### src/rtl/qpd_pkg.sv
// Package for the quoted-printable decoder: phase codes, result word and state types,
// character constants and the hex digit and line-break functions. No dependencies.
`default_nettype none
package qpd_pkg;

  typedef enum logic [1:0] {
    PH_PLAIN = 2'd0,
    PH_ESC   = 2'd1,
    PH_HIGH  = 2'd2,
    PH_SOFT  = 2'd3
  } phase_e;

  localparam logic [7:0] CH_EQ    = 8'h3D;
  localparam logic [7:0] CH_UNDER = 8'h5F;
  localparam logic [7:0] CH_SPACE = 8'h20;
  localparam logic [7:0] CH_CR    = 8'h0D;
  localparam logic [7:0] CH_LF    = 8'h0A;

  typedef struct packed {
    logic       has;
    logic [7:0] data;
    logic       valid;
    logic       last;
  } res_t;

  typedef struct packed {
    phase_e     phase;
    logic [3:0] high;
  } state_t;

  function automatic logic [3:0] hex_value(input logic [7:0] c);
    logic [3:0] v;
    v = 4'd0;
    if (c >= 8'h30 && c <= 8'h39) v = c[3:0];
    else if ((c >= 8'h41 && c <= 8'h46) || (c >= 8'h61 && c <= 8'h66))
      v = 4'(c[2:0] + 3'd1) + 4'd8;
    return v;
  endfunction

  function automatic logic is_break(input logic [7:0] c);
    return (c == CH_CR) || (c == CH_LF);
  endfunction

endpackage
`default_nettype wire

### src/rtl/quoted_printable_decoder.sv
// Quoted-printable decoder top level: mode register, phase state, output and skid words.
// Depends on qpd_pkg and qpd_step.
// A result word is registered in the output word, or in the skid word on a stall.
// Throughput: 1 byte per cycle while in_stall_o is low; qpd_step is combinational.
// A skid word keeps input flowing while a result waits on the output, until it fills.
// Reset (async, active low): plain-text phase, body mode, both output words empty.
`default_nettype none
module quoted_printable_decoder import qpd_pkg::*; (
  input  logic       clk_i,
  input  logic       rst_ni,
  input  logic       cfg_we_i,
  input  logic       cfg_wdata_i,
  input  logic       in_valid_i,
  output logic       in_stall_o,
  input  logic [7:0] in_byte_i,
  input  logic       in_last_i,
  output logic       res_valid_o,
  input  logic       res_stall_i,
  output logic [7:0] out_byte_o,
  output logic       out_valid_o,
  output logic       out_last_o
);

  logic   mode_q;
  state_t st_q, st_d;
  res_t   step_res;
  res_t   out_q, skid_q;
  logic   res_valid_q, skid_valid_q;
  logic   in_fire, out_free;

  assign in_stall_o = skid_valid_q;
  assign in_fire    = in_valid_i && !skid_valid_q;
  assign out_free   = !res_valid_q || !res_stall_i;

  qpd_step u_step (
    .state_i (st_q),
    .mode_i  (mode_q),
    .byte_i  (in_byte_i),
    .last_i  (in_last_i),
    .state_o (st_d),
    .res_o   (step_res)
  );

  always_ff @(posedge clk_i or negedge rst_ni) begin
    if (!rst_ni) begin
      mode_q   <= 1'b0;
      st_q     <= '{phase: PH_PLAIN, high: 4'd0};
    end else begin
      if (cfg_we_i) mode_q <= cfg_wdata_i;
      if (in_fire)  st_q   <= st_d;
    end
  end

  always_ff @(posedge clk_i or negedge rst_ni) begin
    if (!rst_ni) begin
      res_valid_q  <= 1'b0;
      skid_valid_q <= 1'b0;
    end else if (out_free) begin
      res_valid_q  <= skid_valid_q || (in_fire && step_res.has);
      skid_valid_q <= 1'b0;
    end else if (in_fire && step_res.has) begin
      skid_valid_q <= 1'b1;
    end
  end

  always_ff @(posedge clk_i) begin
    if (out_free) begin
      out_q <= skid_valid_q ? skid_q : step_res;
    end else if (in_fire && step_res.has) begin
      skid_q <= step_res;
    end
  end

  assign res_valid_o = res_valid_q;
  assign out_byte_o  = out_q.data;
  assign out_valid_o = out_q.valid;
  assign out_last_o  = out_q.last;

  a_skid_implies_out: assert property (@(posedge clk_i) disable iff (!rst_ni)
    skid_valid_q |-> res_valid_q) else $error("skid word held with empty output");

  a_last_resets_phase: assert property (@(posedge clk_i) disable iff (!rst_ni)
    (in_fire && in_last_i) |=> (st_q.phase == PH_PLAIN))
    else $error("phase not plain after last byte");

  a_word_nonempty: assert property (@(posedge clk_i) disable iff (!rst_ni)
    res_valid_q |-> (out_q.valid || out_q.last)) else $error("empty result word");

  a_idle_byte_zero: assert property (@(posedge clk_i) disable iff (!rst_ni)
    (res_valid_q && !out_q.valid) |-> (out_q.data == 8'd0))
    else $error("byte nonzero on result without data");

endmodule
`default_nettype wire

### src/rtl/qpd_step.sv
// Per-byte decode step: next phase and pending digit, plus the result word.
// Purely combinational; depends on qpd_pkg.
`default_nettype none
module qpd_step import qpd_pkg::*; (
  input  state_t     state_i,
  input  logic       mode_i,
  input  logic [7:0] byte_i,
  input  logic       last_i,
  output state_t     state_o,
  output res_t       res_o
);

  logic       valid;
  logic [7:0] ob;
  phase_e     eff;
  logic       swallow;

  always_comb begin
    state_o = state_i;
    valid   = 1'b0;
    ob      = 8'd0;
    swallow = (state_i.phase == PH_SOFT) && is_break(byte_i);
    eff     = (state_i.phase == PH_SOFT) ? PH_PLAIN : state_i.phase;

    if (swallow) begin
      state_o.phase = PH_PLAIN;
    end else begin
      case (eff)
        PH_PLAIN: begin
          if (byte_i == CH_EQ) begin
            state_o.phase = PH_ESC;
          end else begin
            ob    = (mode_i && byte_i == CH_UNDER) ? CH_SPACE : byte_i;
            valid = 1'b1;
            state_o.phase = PH_PLAIN;
          end
        end
        PH_ESC: begin
          if (!mode_i && is_break(byte_i)) begin
            state_o.phase = PH_SOFT;
          end else begin
            state_o.high  = hex_value(byte_i);
            state_o.phase = PH_HIGH;
          end
        end
        PH_HIGH: begin
          ob    = {state_i.high, hex_value(byte_i)};
          valid = 1'b1;
          state_o.phase = PH_PLAIN;
        end
        default: begin
          state_o.phase = PH_PLAIN;
        end
      endcase
    end

    if (last_i) state_o.phase = PH_PLAIN;

    res_o.has   = valid | last_i;
    res_o.data  = ob;
    res_o.valid = valid;
    res_o.last  = last_i;
  end

endmodule
`default_nettype wire

### config.mk
export PLATFORM = sky130hd
export DESIGN_NAME = quoted_printable_decoder
export DESIGN_NICKNAME = d
export VERILOG_FILES = /design/src/rtl/qpd_pkg.sv /design/src/rtl/quoted_printable_decoder.sv /design/src/rtl/qpd_step.sv
export SDC_FILE = /design/constraint.sdc
export NUM_CORES = 1
export LEC_CHECK = 0
export BUFFER_PORTS_ARGS = -buffer_cell sky130_fd_sc_hd__buf_2
export CAP_MARGIN = 30
export CORE_UTILIZATION = 60
export CTS_CLUSTER_SIZE = 24
export DETAILED_ROUTE_END_ITERATION = 10
export MAX_ROUTING_LAYER = met4
export PLACE_DENSITY = 0.81
export REMOVE_ABC_BUFFERS = 1
export SYNTH_ARGS = -nofsm -noshare
export SYNTH_HDL_FRONTEND = slang
export SYNTH_HIERARCHICAL = 1
export SYNTH_SLANG_ARGS = --single-unit
### constraint.sdc
create_clock -name clk_i -period 4.1 [get_ports clk_i]
set_input_delay 0.615 -clock clk_i [delete_from_list [all_inputs] [get_ports clk_i]]
set_output_delay 0.615 -clock clk_i [all_outputs]
set_load 0.01 [all_outputs]
== Yosys cells after proc, flatten, opt, wreduce, memory -nomap -nowiden ==
Index checks and enable logic that the tools add are counted.

* Flip-flop bits (word level): 29
* Output and inout port bits: 12

* Add/sub/neg operators: 2
* $lt $le $gt $ge: 6
* Equality and inequality tests: 7
* Multiplexer cells: 18
* Bitwise logic cells: 4
* Reduce and logical (&&, ||, !) cells: 20

{| class="wikitable"
|+ Operator list
! cell !! count
|-
| two-way mux 8 bit || 3
|-
| == test 8 x 4 -> 1 bit (second input constant) || 2
|-
| greater-or-equal comparator 8 x 7 -> 1 bit (second input constant) || 2
|-
| less-or-equal comparator 8 x 7 -> 1 bit (second input constant) || 2
|-
| one-hot mux 8 bit (2 select lines) || 1
|-
| two-way mux 10 bit || 1
|-
| == test 8 x 6 -> 1 bit (second input constant) || 1
|-
| == test 8 x 7 -> 1 bit (second input constant) || 1
|-
| greater-or-equal comparator 8 x 6 -> 1 bit (second input constant) || 1
|-
| less-or-equal comparator 8 x 6 -> 1 bit (second input constant) || 1
|-
| logical AND 1 bit || 8
|-
| two-way mux 4 bit || 2
|-
| two-way mux 1 bit || 6
|-
| two-way mux 2 bit || 3
|-
| adder 3 x 1 -> 4 bit (second input constant) || 1
|-
| adder 4 bit (second input constant) || 1
|-
| == test 2 bit (second input constant) || 2
|-
| logical NOT 1 bit || 4
|-
| logical OR 1 bit || 4
|-
| one-hot mux 2 bit (2 select lines) || 1
|-
| AND reduction 4 bit || 1
|-
| inverter 1 bit || 3
|-
| == test 2 x 1 -> 1 bit (second input constant) || 1
|-
| logical NOT 2 bit || 1
|-
| 4 further kinds || 4
|}

== Longest topological paths before layout ==
Gate-level depths: netlist (run 1).

* Word-level depth: 9
* Mapped depth: 8
* Gate-level depth less buffers: 8

== Hierarchy ==
The synthesis (run 1) kept the hierarchy.

{| class="wikitable"
|+ Modules (own cells, without submodules)
! module !! instances !! cells an instance !! area an instance (um2) !! seq. area each (um2)
|-
| quoted_printable_decoder || 1 || 54 || 1,089.8 || 825.8
|-
| qpd_step || 1 || 84 || 621.8 || 0.0
|}

== Least setup slack after synthesis (run 1) ==
OpenSTA, ideal clock, no wires.

* Kind: input-to-reg
* Start: in in_byte_i[1]
* End: reg skid_q[0] (netlist name), enable pin
* Data arrival time: 2,105 ps
* Slack: 1,653 ps
* Stages: 7
* Buffers on the path: 0
* Cell sequence: inv_1 > ha_1 > mux2_4 > and3_4 > a21o_4 > o21bai_1 > and4_1

{| class="wikitable"
|+ RTL lines
! element !! RTL line !! source
|-
| start: declaration || quoted_printable_decoder.sv:15 || <nowiki>input logic [7:0] in_byte_i,</nowiki>
|-
| end signal: assignment || quoted_printable_decoder.sv:70 || <nowiki>skid_q <= step_res;</nowiki>
|-
| end: declaration || quoted_printable_decoder.sv:27 || <nowiki>res_t out_q, skid_q;</nowiki>
|}

==> results.json, run 1 <==
{
  "portBuffers": 26,
  "start_util": 0.626,
  "avgSynthCellArea_um2": 12.4,
  "dieArea_mm2": 0.00307,
  "coreArea_mm2": 0.00273,
  "synth_top_family_by_area": "multiplexers",
  "cts_setup_buffers": 0,
  "cts_root_buf": "clkbuf_4",
  "grt_pass1_vias": 1173,
  "fmax_mhz": 409,
  "drive_gt1_frac": 0.353,
  "yosysTopAreaCellShare": 0.351,
  "rr_worst_depth": 7,
  "synthAdderAreaFrac": 0.0658,
  "cts_buffers": 5,
  "wl_met2_um": 1560,
  "ys.flop_type": "edfxtp_1",
  "drt_iter0_markers": 42,
  "io_pins": 27,
  "cts_resized": 0,
  "fin_crit_ns": 2.45,
  "synth-xor-area-share": 0,
  "htreeDepth": 2,
  "vias_per_cell": 6.19,
  "synthSimpleGateAreaFrac": 0.134,
  "drt_first_pass_iters": 4,
  "ys_seq_area_frac": 0.482,
  "cts_buffer_depth": 2,
  "status": "complete, no violations",
  "synth_area_leaders": "edfxtp_1 (35%), dfrtp_1 (13%), mux2_2 (7.2%)",
  "slew_viol_final": 0,
  "via_count": 1225,
  "ant_nets": 0,
  "cts_hold_buf": 0,
  "async_flop_share": 0.310,
  "setup_viol": 0,
  "routed_wl_um": 3200,
  "yosys.area.top_type": "edfxtp_1",
  "nNetsFinal": 190,
  "rsz0062_at_grt": "no",
  "cp_num_buf_inv": 2,
  "r2r_slack_ns": 1.85,
  "worstReg2RegEnd": "skid_q[4]$_DFFE_PP_",
  "dpl.hpwl_um": 2410,
  "power.density_mw_per_mm2": 365,
  "cts_tree": "built",
  "synth_compound_area_frac": 0.110,
  "critPathMaxFanout": 10,
  "die_h_um": 55.4,
  "grt_antenna_before_repair": 0,
  "clock_latency_ns": 0.32,
  "synth_cell_type_count": 39,
  "post-route-util": 0.693,
  "yosysMostFrequentCell": "edfxtp_1",
  "synth_common_cells": "edfxtp_1 (20), inv_1 (11), mux2_2 (11)",
  "cp_cell_sequence": "buf_2, inv_1, ha_1, mux2_4, and3_4, a21o_4, o21bai_1, and4_1",
  "wl_met1_um": 1330,
  "cts_sinks": 29,
  "path_clk_slew_ns": 0.10,
  "top_layer": "met4",
  "wl_met3_um": 211,
  "crit_arrival_ns": 2.42,
  "slew_headroom": 0.481,
  "row_count": 19,
  "crit_family": "simple AND/OR/NAND/NOR gates",
  "p_leak_nw": 0.839,
  "grt_pass1_wl_um": 5290,
  "place_congestion": 0.987,
  "synth_mux_area_frac": 0.157,
  "timing.final.crit_share": 0.596,
  "timing.rr.start": "st_q[4]$_DFFE_PN0P_",
  "peakVddDrop_mv": 0.316,
  "cp_slowest_cell": "and4_1",
  "slowest_delay_ns": 0.45,
  "required_ns": 4.08,
  "grt-ovfl-total": 0,
  "ys_ff_latch": 29,
  "finalHoldViolations": 0,
  "grt_usage": 0.234,
  "grt_start_max_net_pins": 14,
  "areaGrowthSynthToFinish_pct": 10.7,
  "cap_viol_max_count": 0,
  "routedWlPerCell_um": 16.2,
  "syn_inst": 138,
  "die_x_um": 55.4,
  "end_kind": "flip-flop",
  "diodes": 0,
  "ys_warn_count": 6,
  "syn_area_mm2": 0.00171,
  "path_class": "primary input to flip-flop",
  "synth_edf_count": 20,
  "worst_pin_slew_ns": 0.777,
  "start_kind": "primary input",
  "setup-tns-final_ns": 0,
  "clock_skew_ns": 0.0116,
  "route.detailed.drc": 0,
  "hp-class": "primary input to async pin",
  "num-fill-cells": 192
}
==> through the flow <==
step / worst slack [ns] / hold WS [ns] / instance area, µm² / std cells / total power (W)
CTS: 1.68 / 0.125 / 1900 / 198 / 0.000695
global route: 1.50 / 0.118 / 1900 / 198 / 0.000726
finish: 1.65 / 0.125 / 1900 / 198 / 0.000692
floorplan: 1.65 / 0.319 / 1670 / 133 / 0.000472
detailed placement: 1.33 / 0.481 / 1840 / 190 / 0.000518
global placement: 1.39 / 0.474 / 1840 / 190 / 0.000511
==> cells in the final DEF (no fill, tap or decap), types with 2 or more instances in the layout <==
master / n
buf_2: 26
edfxtp_1: 20
mux2_2: 11
inv_1: 11
nor2_1: 9
dfrtp_1: 9
ha_1: 9
mux2_4: 7
nand2_1: 6
a21oi_1: 6
clkbuf_4: 5
nor2b_1: 4
mux2i_1: 4
a32oi_1: 3
nand3_1: 3
o32ai_1: 3
nand4_1: 2
nor3b_2: 2
o21bai_1: 2
nor3b_1: 2
nor3_1: 2
==> how the worst max path moves through the flow <==
stage / from / end / cells after the start
after global placement: in_byte_i[1] / skid_q[3]$_DFFE_PP_ / 8
after global routing: in_byte_i[1] / skid_q[0]$_DFFE_PP_ / 8
final: in_byte_i[1] / skid_q[4]$_DFFE_PP_ / 8
after detailed placement: in_byte_i[1] / skid_q[3]$_DFFE_PP_ / 8
after CTS: in_byte_i[1] / skid_q[4]$_DFFE_PP_ / 8
after floorplan: in_byte_i[1] / skid_q[0]$_DFFE_PP_ / 7
==> flip-flops by register name, summed over array words and instances, names as in the netlist <==
signal / flops
in_stall_o: 1
mode_q: 1
out_byte_o: 8
out_last_o: 1
out_valid_o: 1
res_valid_o: 1
skid_q: 10
st_q: 6
==> where the power goes <==
| group | internal, W | switching (W) | total (W) | leakage, nW |
|---|---|---|---|---|
| clock network | 0.0000806 | 0.0000981 | 0.000179 | 0.0357 |
| registers | 0.000353 | 0.0000268 | 0.000380 | 0.297 |
| logic | 0.0000731 | 0.0000600 | 0.000133 | 0.506 |
==> cell type report <==
class                      count  area, µm²  area share
clock inverter                 2       8.76     0.00462
timing repair buffer          26        130      0.0686
tap                           31       38.8      0.0205
inverter                      11       41.3      0.0218
multi-input combinational     93        800       0.422
sequential                    29        826       0.436
clock buffer                   6       51.3      0.0271
==> routing by layer <==
layer,GRT usage,vias to the layer above
met1,0.277,575
met3,0.0703,14
met4,0.136,0
li1,-,573
met5,-,-
met2,0.355,63
==> cells by family (layout without fill, tap and decap cells) <==
kind of cell | after synthesis | count (layout)
muxes | 22 | 22
AOI/OAI and AO/OA | 25 | 25
buffers and inverters | 16 | 45
adders and majority gates | 9 | 9
and+or+nand+nor | 37 | 37
DFF | 29 | 29
No activity file was read; power rests on OpenSTA's default activity.
==> inputs of run 2 (changes only) <==
--- a/config.mk
+++ b/config.mk
@@ -5,13 +5,14 @@
 export SDC_FILE = /design/constraint.sdc
 export NUM_CORES = 1
 export LEC_CHECK = 0
+export ABC_AREA = 1
 export BUFFER_PORTS_ARGS = -buffer_cell sky130_fd_sc_hd__buf_2
 export CAP_MARGIN = 30
-export CORE_UTILIZATION = 60
+export CORE_UTILIZATION = 50
 export CTS_CLUSTER_SIZE = 24
 export DETAILED_ROUTE_END_ITERATION = 10
 export MAX_ROUTING_LAYER = met4
-export PLACE_DENSITY = 0.81
+export PLACE_DENSITY = 0.71
 export REMOVE_ABC_BUFFERS = 1
 export SYNTH_ARGS = -nofsm -noshare
 export SYNTH_HDL_FRONTEND = slang
==> constraint.sdc (replaced) <==
create_clock -name clk_i -period 2.1 [get_ports clk_i]
set_input_delay 0.315 -clock clk_i [delete_from_list [all_inputs] [get_ports clk_i]]
set_output_delay 0.315 -clock clk_i [all_outputs]
set_load 0.01 [all_outputs]
==> results.json, run 2 <==
{
  "async_flop_share": 0.310,
  "dp_cells": 285,
  "ys_warn_count": 6,
  "avgSynthCellArea_um2": 8.13,
  "dieArea_mm2": 0.00370,
  "cts_buffer_depth": 2,
  "row_count": 21,
  "grt_start_max_net_pins": 19,
  "vias_per_cell": 4.86,
  "synth_common_cells": "nand2_1 (84), nand3_1 (23), edfxtp_1 (20), inv_1 (20), nor2_1 (11)",
  "cp.depth": 9,
  "status": "complete, no violations",
  "final_area_mm2": 0.00199,
  "syn_inst": 213,
  "cts_buffers": 5,
  "setup_viol": 0,
  "largest_reg_flops": 10,
  "grt_usage": 0.209,
  "slew_viol_final": 0,
  "slowest_delay_ns": 0.43,
  "cts_sinks": 29,
  "peakVddDrop_mv": 0.369,
  "crit_arrival_ns": 1.99,
  "worstSetupEndpoint": "skid_q[5]$_DFFE_PP_",
  "grt-ovfl-total": 0,
  "slew_headroom": 0.738,
  "layout_commonest_cell": "nand2_1",
  "io_pins": 27,
  "min_path_cells": 2,
  "cp_num_buf_inv": 2,
  "start_kind": "flip-flop",
  "path_class": "flip-flop to flip-flop",
  "cts_root_buf": "clkbuf_4",
  "cp_slowest_cell": "dfrtp_1",
  "via_count": 1429,
  "start_util": 0.519,
  "routed_wl_um": 3270,
  "cap_viol_max_count": 0,
  "crit_start": "st_q[5]$_DFFE_PN0P_",
  "path_clk_slew_ns": 0.09,
  "fin_crit_ns": 1.96,
  "ys_seq_area_frac": 0.477,
  "rsz0062_at_grt": "no",
  "grt_pass1_wl_um": 5400,
  "synth_area_leaders": "edfxtp_1 (35%), nand2_1 (18%), dfrtp_1 (13%)",
  "portBuffers": 26,
  "fmax_mhz": 509,
  "drt_first_pass_iters": 4,
  "routedWlPerCell_um": 11.1,
  "p_leak_nw": 1.01,
  "diodes": 0,
  "grt_pass1_vias": 1264,
  "required_ns": 2.13,
  "drt_iter0_markers": 51,
  "timing.rr.start": "st_q[5]$_DFFE_PN0P_",
  "worst_hold_slack_ns": 0.187,
  "place_congestion": 0.922,
  "synth_edf_count": 20,
  "areaGrowthSynthToFinish_pct": 15.2,
  "syn_area_mm2": 0.00173,
  "top_register": "skid_q",
  "r2r_slack_ns": 0.14,
  "power.density_mw_per_mm2": 587,
  "yosys.area.top_type": "edfxtp_1",
  "hp-class": "primary input to flip-flop",
  "coreArea_mm2": 0.00334,
  "rr_worst_depth": 9,
  "path_common_cell": "nor2_2",
  "drive_gt1_frac": 0.214,
  "yosysMostFrequentCell": "nand2_1",
  "cp_cell_sequence": "ha_1, inv_1, nor2_4, nor2_2, nor2_2, or2_1, nand3_1, nor2_1, buf_4",
  "clock_latency_ns": 0.32,
  "timing.final.crit_share": 0.935,
  "dpl.hpwl_um": 2560,
  "synth_cell_type_count": 26,
  "critPathMaxFanout": 8,
  "placed_area_mm2": 0.00192,
  "layout_common_cells": "nand2_1 (84), buf_2 (26), nand3_1 (23)",
  "die_h_um": 60.9,
  "finalHoldViolations": 0,
  "route.detailed.drc": 0,
  "worst_pin_slew_ns": 0.393,
  "die_x_um": 60.9,
  "ant_nets": 0,
  "nNetsFinal": 271,
  "grt_antenna_before_repair": 0,
  "htreeDepth": 2,
  "cts_tree": "built",
  "clock_skew_ns": 0.0109,
  "ys.flop_type": "edfxtp_1",
  "ys_ff_latch": 29,
  "num-fill-cells": 306,
  "yosysTopAreaCellShare": 0.347,
  "worstReg2RegEnd": "skid_q[5]$_DFFE_PP_",
  "end_kind": "flip-flop",
  "stdcell_count": 294,
  "crit_family": "simple AND/OR/NAND/NOR gates"
}
run 2: how the worst min path moves through the flow:
stage | end | slack [ns] | startpoint
CTS | mode_q$_DFFE_PN0P_ | 0.19 | cfg_we_i
global placement | res_valid_o$_DFFE_PN0P_ | 0.17 | rst_ni
global route | mode_q$_DFFE_PN0P_ | 0.19 | cfg_we_i
floorplan | in_stall_o$_DFFE_PN0P_ | 0.02 | rst_ni
detailed placement | res_valid_o$_DFFE_PN0P_ | 0.18 | rst_ni
finish | mode_q$_DFFE_PN0P_ | 0.19 | cfg_we_i
run 2: logic make-up (layout without fill, tap and decap cells):
logic type,count (synthesis),in the layout,synth area share
compound gates,12,12,0.0361
simple gates,134,134,0.347
buf+inv,29,64,0.0751
fa+ha+maj,9,9,0.0650
flops,29,29,0.477
run 2: final cells by class:
cell class	count	area (µm²)	area share
inverters	22	82.6	0.0414
clock inverters	2	8.76	0.00439
repair buffers	34	193	0.0966
flip-flops and latches	29	826	0.414
multi-input cells	155	776	0.389
clock buffers	6	51.3	0.0257
well taps	46	57.6	0.0289
run 2: routing by layer:
layer | vias up | global-route usage | wire length [µm]
met5 | - | - | 0
met4 | 0 | 0.0812 | 45
met3 | 5 | 0.0384 | 110
met2 | 35 | 0.342 | 1640
met1 | 640 | 0.256 | 1480
li1 | 749 | - | -
run 2: what timing repair did:
action | 4_1_cts | 5_1_grt
hold buffers | 1 | 0
buffers inserted | 0 | 0
hold endpoints to repair | 9 | 0
gates resized for setup | 0 | 0
run 2: power breakdown:
part / switching (W) / internal, W / total, W
registers: 0.0000139 / 0.000652 / 0.000666
clock network: 0.000183 / 0.000157 / 0.000341
logic: 0.000104 / 0.0000603 / 0.000164
total: 0.000301 / 0.000870 / 0.00117
run 2: per-stage QoR:
step	setup TNS [ns]	util	power, W	worst slack (ns)
finish	0	0.598	0.00117	0.137
global route	0	0.598	0.00124	0.0100
CTS	0	0.598	0.00118	0.135
detailed placement	0	0.577	0.000843	0.0561
global placement	0	0.577	0.000839	0.121
floorplan	-0.832	-	0.000768	-0.0832
==> inputs of run 3 (changes only) <==
--- a/config.mk
+++ b/config.mk
@@ -5,14 +5,13 @@
 export SDC_FILE = /design/constraint.sdc
 export NUM_CORES = 1
 export LEC_CHECK = 0
-export ABC_AREA = 1
 export BUFFER_PORTS_ARGS = -buffer_cell sky130_fd_sc_hd__buf_2
 export CAP_MARGIN = 30
 export CORE_UTILIZATION = 50
 export CTS_CLUSTER_SIZE = 24
 export DETAILED_ROUTE_END_ITERATION = 10
 export MAX_ROUTING_LAYER = met4
-export PLACE_DENSITY = 0.71
+export PLACE_DENSITY = 0.72
 export REMOVE_ABC_BUFFERS = 1
 export SYNTH_ARGS = -nofsm -noshare
 export SYNTH_HDL_FRONTEND = slang
==> results.json, run 3 (synthesis gave the netlist of run 1 again) <==
{
  "largest_reg_flops": 10,
  "power.density_mw_per_mm2": 744,
  "grt_start_max_net_pins": 14,
  "drt_first_pass_iters": 4,
  "htreeDepth": 2,
  "dpl.hpwl_um": 2770,
  "hold_start": "cfg_wdata_i",
  "placed_area_mm2": 0.00204,
  "num-fill-cells": 251,
  "cts_buffers": 5,
  "cts_tree": "built",
  "p_leak_nw": 0.976,
  "route.detailed.drc": 0,
  "pre_cts_ws_ns": -0.145,
  "clock_latency_ns": 0.33,
  "row_count": 20,
  "fin_crit_ns": 2.01,
  "hp-class": "primary input to flip-flop",
  "clock_skew_ns": 0.0114,
  "slowest_delay_ns": 0.44,
  "stdcell_count": 235,
  "grt_usage": 0.232,
  "status": "complete, no violations",
  "switching_share": 0.237,
  "grt_pass1_wl_um": 5870,
  "dp_cells": 226,
  "cts_hold_buf": 1,
  "place_congestion": 0.942,
  "required_ns": 2.15,
  "grt_pass1_vias": 1265,
  "switching_power_w": 0.000379,
  "critPathMaxFanout": 10,
  "path_class": "flip-flop to flip-flop",
  "rsz0062_at_grt": "no",
  "fmax_mhz": 498,
  "drt_iter0_markers": 73,
  "worst_pin_slew_ns": 0.515,
  "io_pins": 27,
  "drive_gt1_frac": 0.435,
  "r2r_slack_ns": 0.09,
  "fin_ws_ns": 0.0934,
  "cts_root_buf": "clkbuf_4",
  "cts_buffer_depth": 2,
  "grt_antenna_before_repair": 0,
  "routed_wl_um": 3600,
  "slew_viol_final": 0,
  "cap_viol_max_count": 0,
  "diodes": 0,
  "layout_commonest_cell": "buf_2",
  "ant_nets": 0,
  "areaGrowthSynthToFinish_pct": 25.6,
  "vias_per_cell": 5.39,
  "crit_arrival_ns": 2.05,
  "die_h_um": 60.5,
  "p_int_w": 0.00122,
  "coreArea_mm2": 0.00315,
  "crit_start": "st_q[5]$_DFFE_PN0P_",
  "pwr-share-clk": 0.353,
  "setup_viol": 0,
  "grt-ovfl-total": 0,
  "post-route-util": 0.682,
  "start_kind": "flip-flop",
  "seq_power_share": 0.465,
  "die_x_um": 60.5,
  "cts_setup_buffers": 0,
  "timing.rr.start": "st_q[5]$_DFFE_PN0P_",
  "routedWlPerCell_um": 15.3,
  "slew_headroom": 0.656,
  "worstSetupEndpoint": "skid_q[0]$_DFFE_PP_",
  "cp_cell_sequence": "ha_1, inv_1, a31oi_1, nor2_1, o21bai_1, and4_1, buf_12",
  "end_kind": "flip-flop",
  "cts_resized": 0,
  "cts_sinks": 29,
  "worstReg2RegEnd": "skid_q[0]$_DFFE_PP_",
  "top_register": "skid_q",
  "cp_slowest_cell": "dfrtp_1",
  "path_clk_slew_ns": 0.08,
  "via_count": 1267,
  "start_util": 0.543,
  "final_area_mm2": 0.00215,
  "timing.final.crit_share": 0.956,
  "peakVddDrop_mv": 0.657,
  "nNetsFinal": 214,
  "pwr-share-comb": 0.182,
  "dieArea_mm2": 0.00366,
  "layout_common_cells": "buf_2 (26), buf_4 (22), edfxtp_1 (20)",
  "finalHoldViolations": 0,
  "portBuffers": 26,
  "rr_worst_depth": 7
}
run 3: worst min-delay path by stage:
stage | to | slack, ns | cells past startpoint
after floorplan | in_stall_o$_DFFE_PN0P_ | 0.02 | 0
after global placement | st_q[0]$_DFFE_PN0P_ | 0.17 | 1
after detailed placement | st_q[2]$_DFFE_PN0P_ | 0.17 | 1
after CTS | mode_q$_DFFE_PN0P_ | 0.23 | 2
after global routing | mode_q$_DFFE_PN0P_ | 0.22 | 2
final | mode_q$_DFFE_PN0P_ | 0.24 | 2
run 3: routing by layer:
layer | vias up | GRT usage | share of wire
li1 | 622 | - | -
met1 | 608 | 0.287 | 0.46
met2 | 30 | 0.359 | 0.49
met3 | 7 | 0.0661 | 0.034
met4 | 0 | 0.0877 | 0.013
met5 | - | - | 0
run 3: area by class of cell:
type	count	area, µm²	share of cell area
Sequential cell	29	826	0.384
Timing Repair Buffer	50	325	0.151
Tap cell	44	55.1	0.0256
Clock inverter	3	65.1	0.0303
Inverter	11	41.3	0.0192
Multi-Input combinational cell	93	800	0.372
Clock buffer	5	37.5	0.0175
run 3: critical path: cells and delay by family (launching register included):
kind,cells,cell delay (ns)
compound gates,2,0.42
fa+ha+maj,1,0.31
buf+inv,2,0.20
flops,1,0.44
simple gates,2,0.36
run 3: power groups by stage:
stage	Sequential, W	Clock [W]	Combinational (W)
after floorplan	0.000748	0	0.000173
after global placement	0.000749	0	0.000277
after detailed placement	0.000755	0	0.000286
after CTS	0.000742	0.000574	0.000291
after global routing	0.000750	0.000597	0.000322
final	0.000743	0.000565	0.000292
run 3: through the flow:
step	hold slack, ns	TNS [ns]	total power [W]
6_report	0.236	0	0.00160
5_1_grt	0.222	0	0.00167
2_1_floorplan	0.0194	-0.475	0.000922
3_5_place_dp	0.172	-1.73	0.00104
3_3_place_gp	0.169	-0.950	0.00103
4_1_cts	0.226	0	0.00161
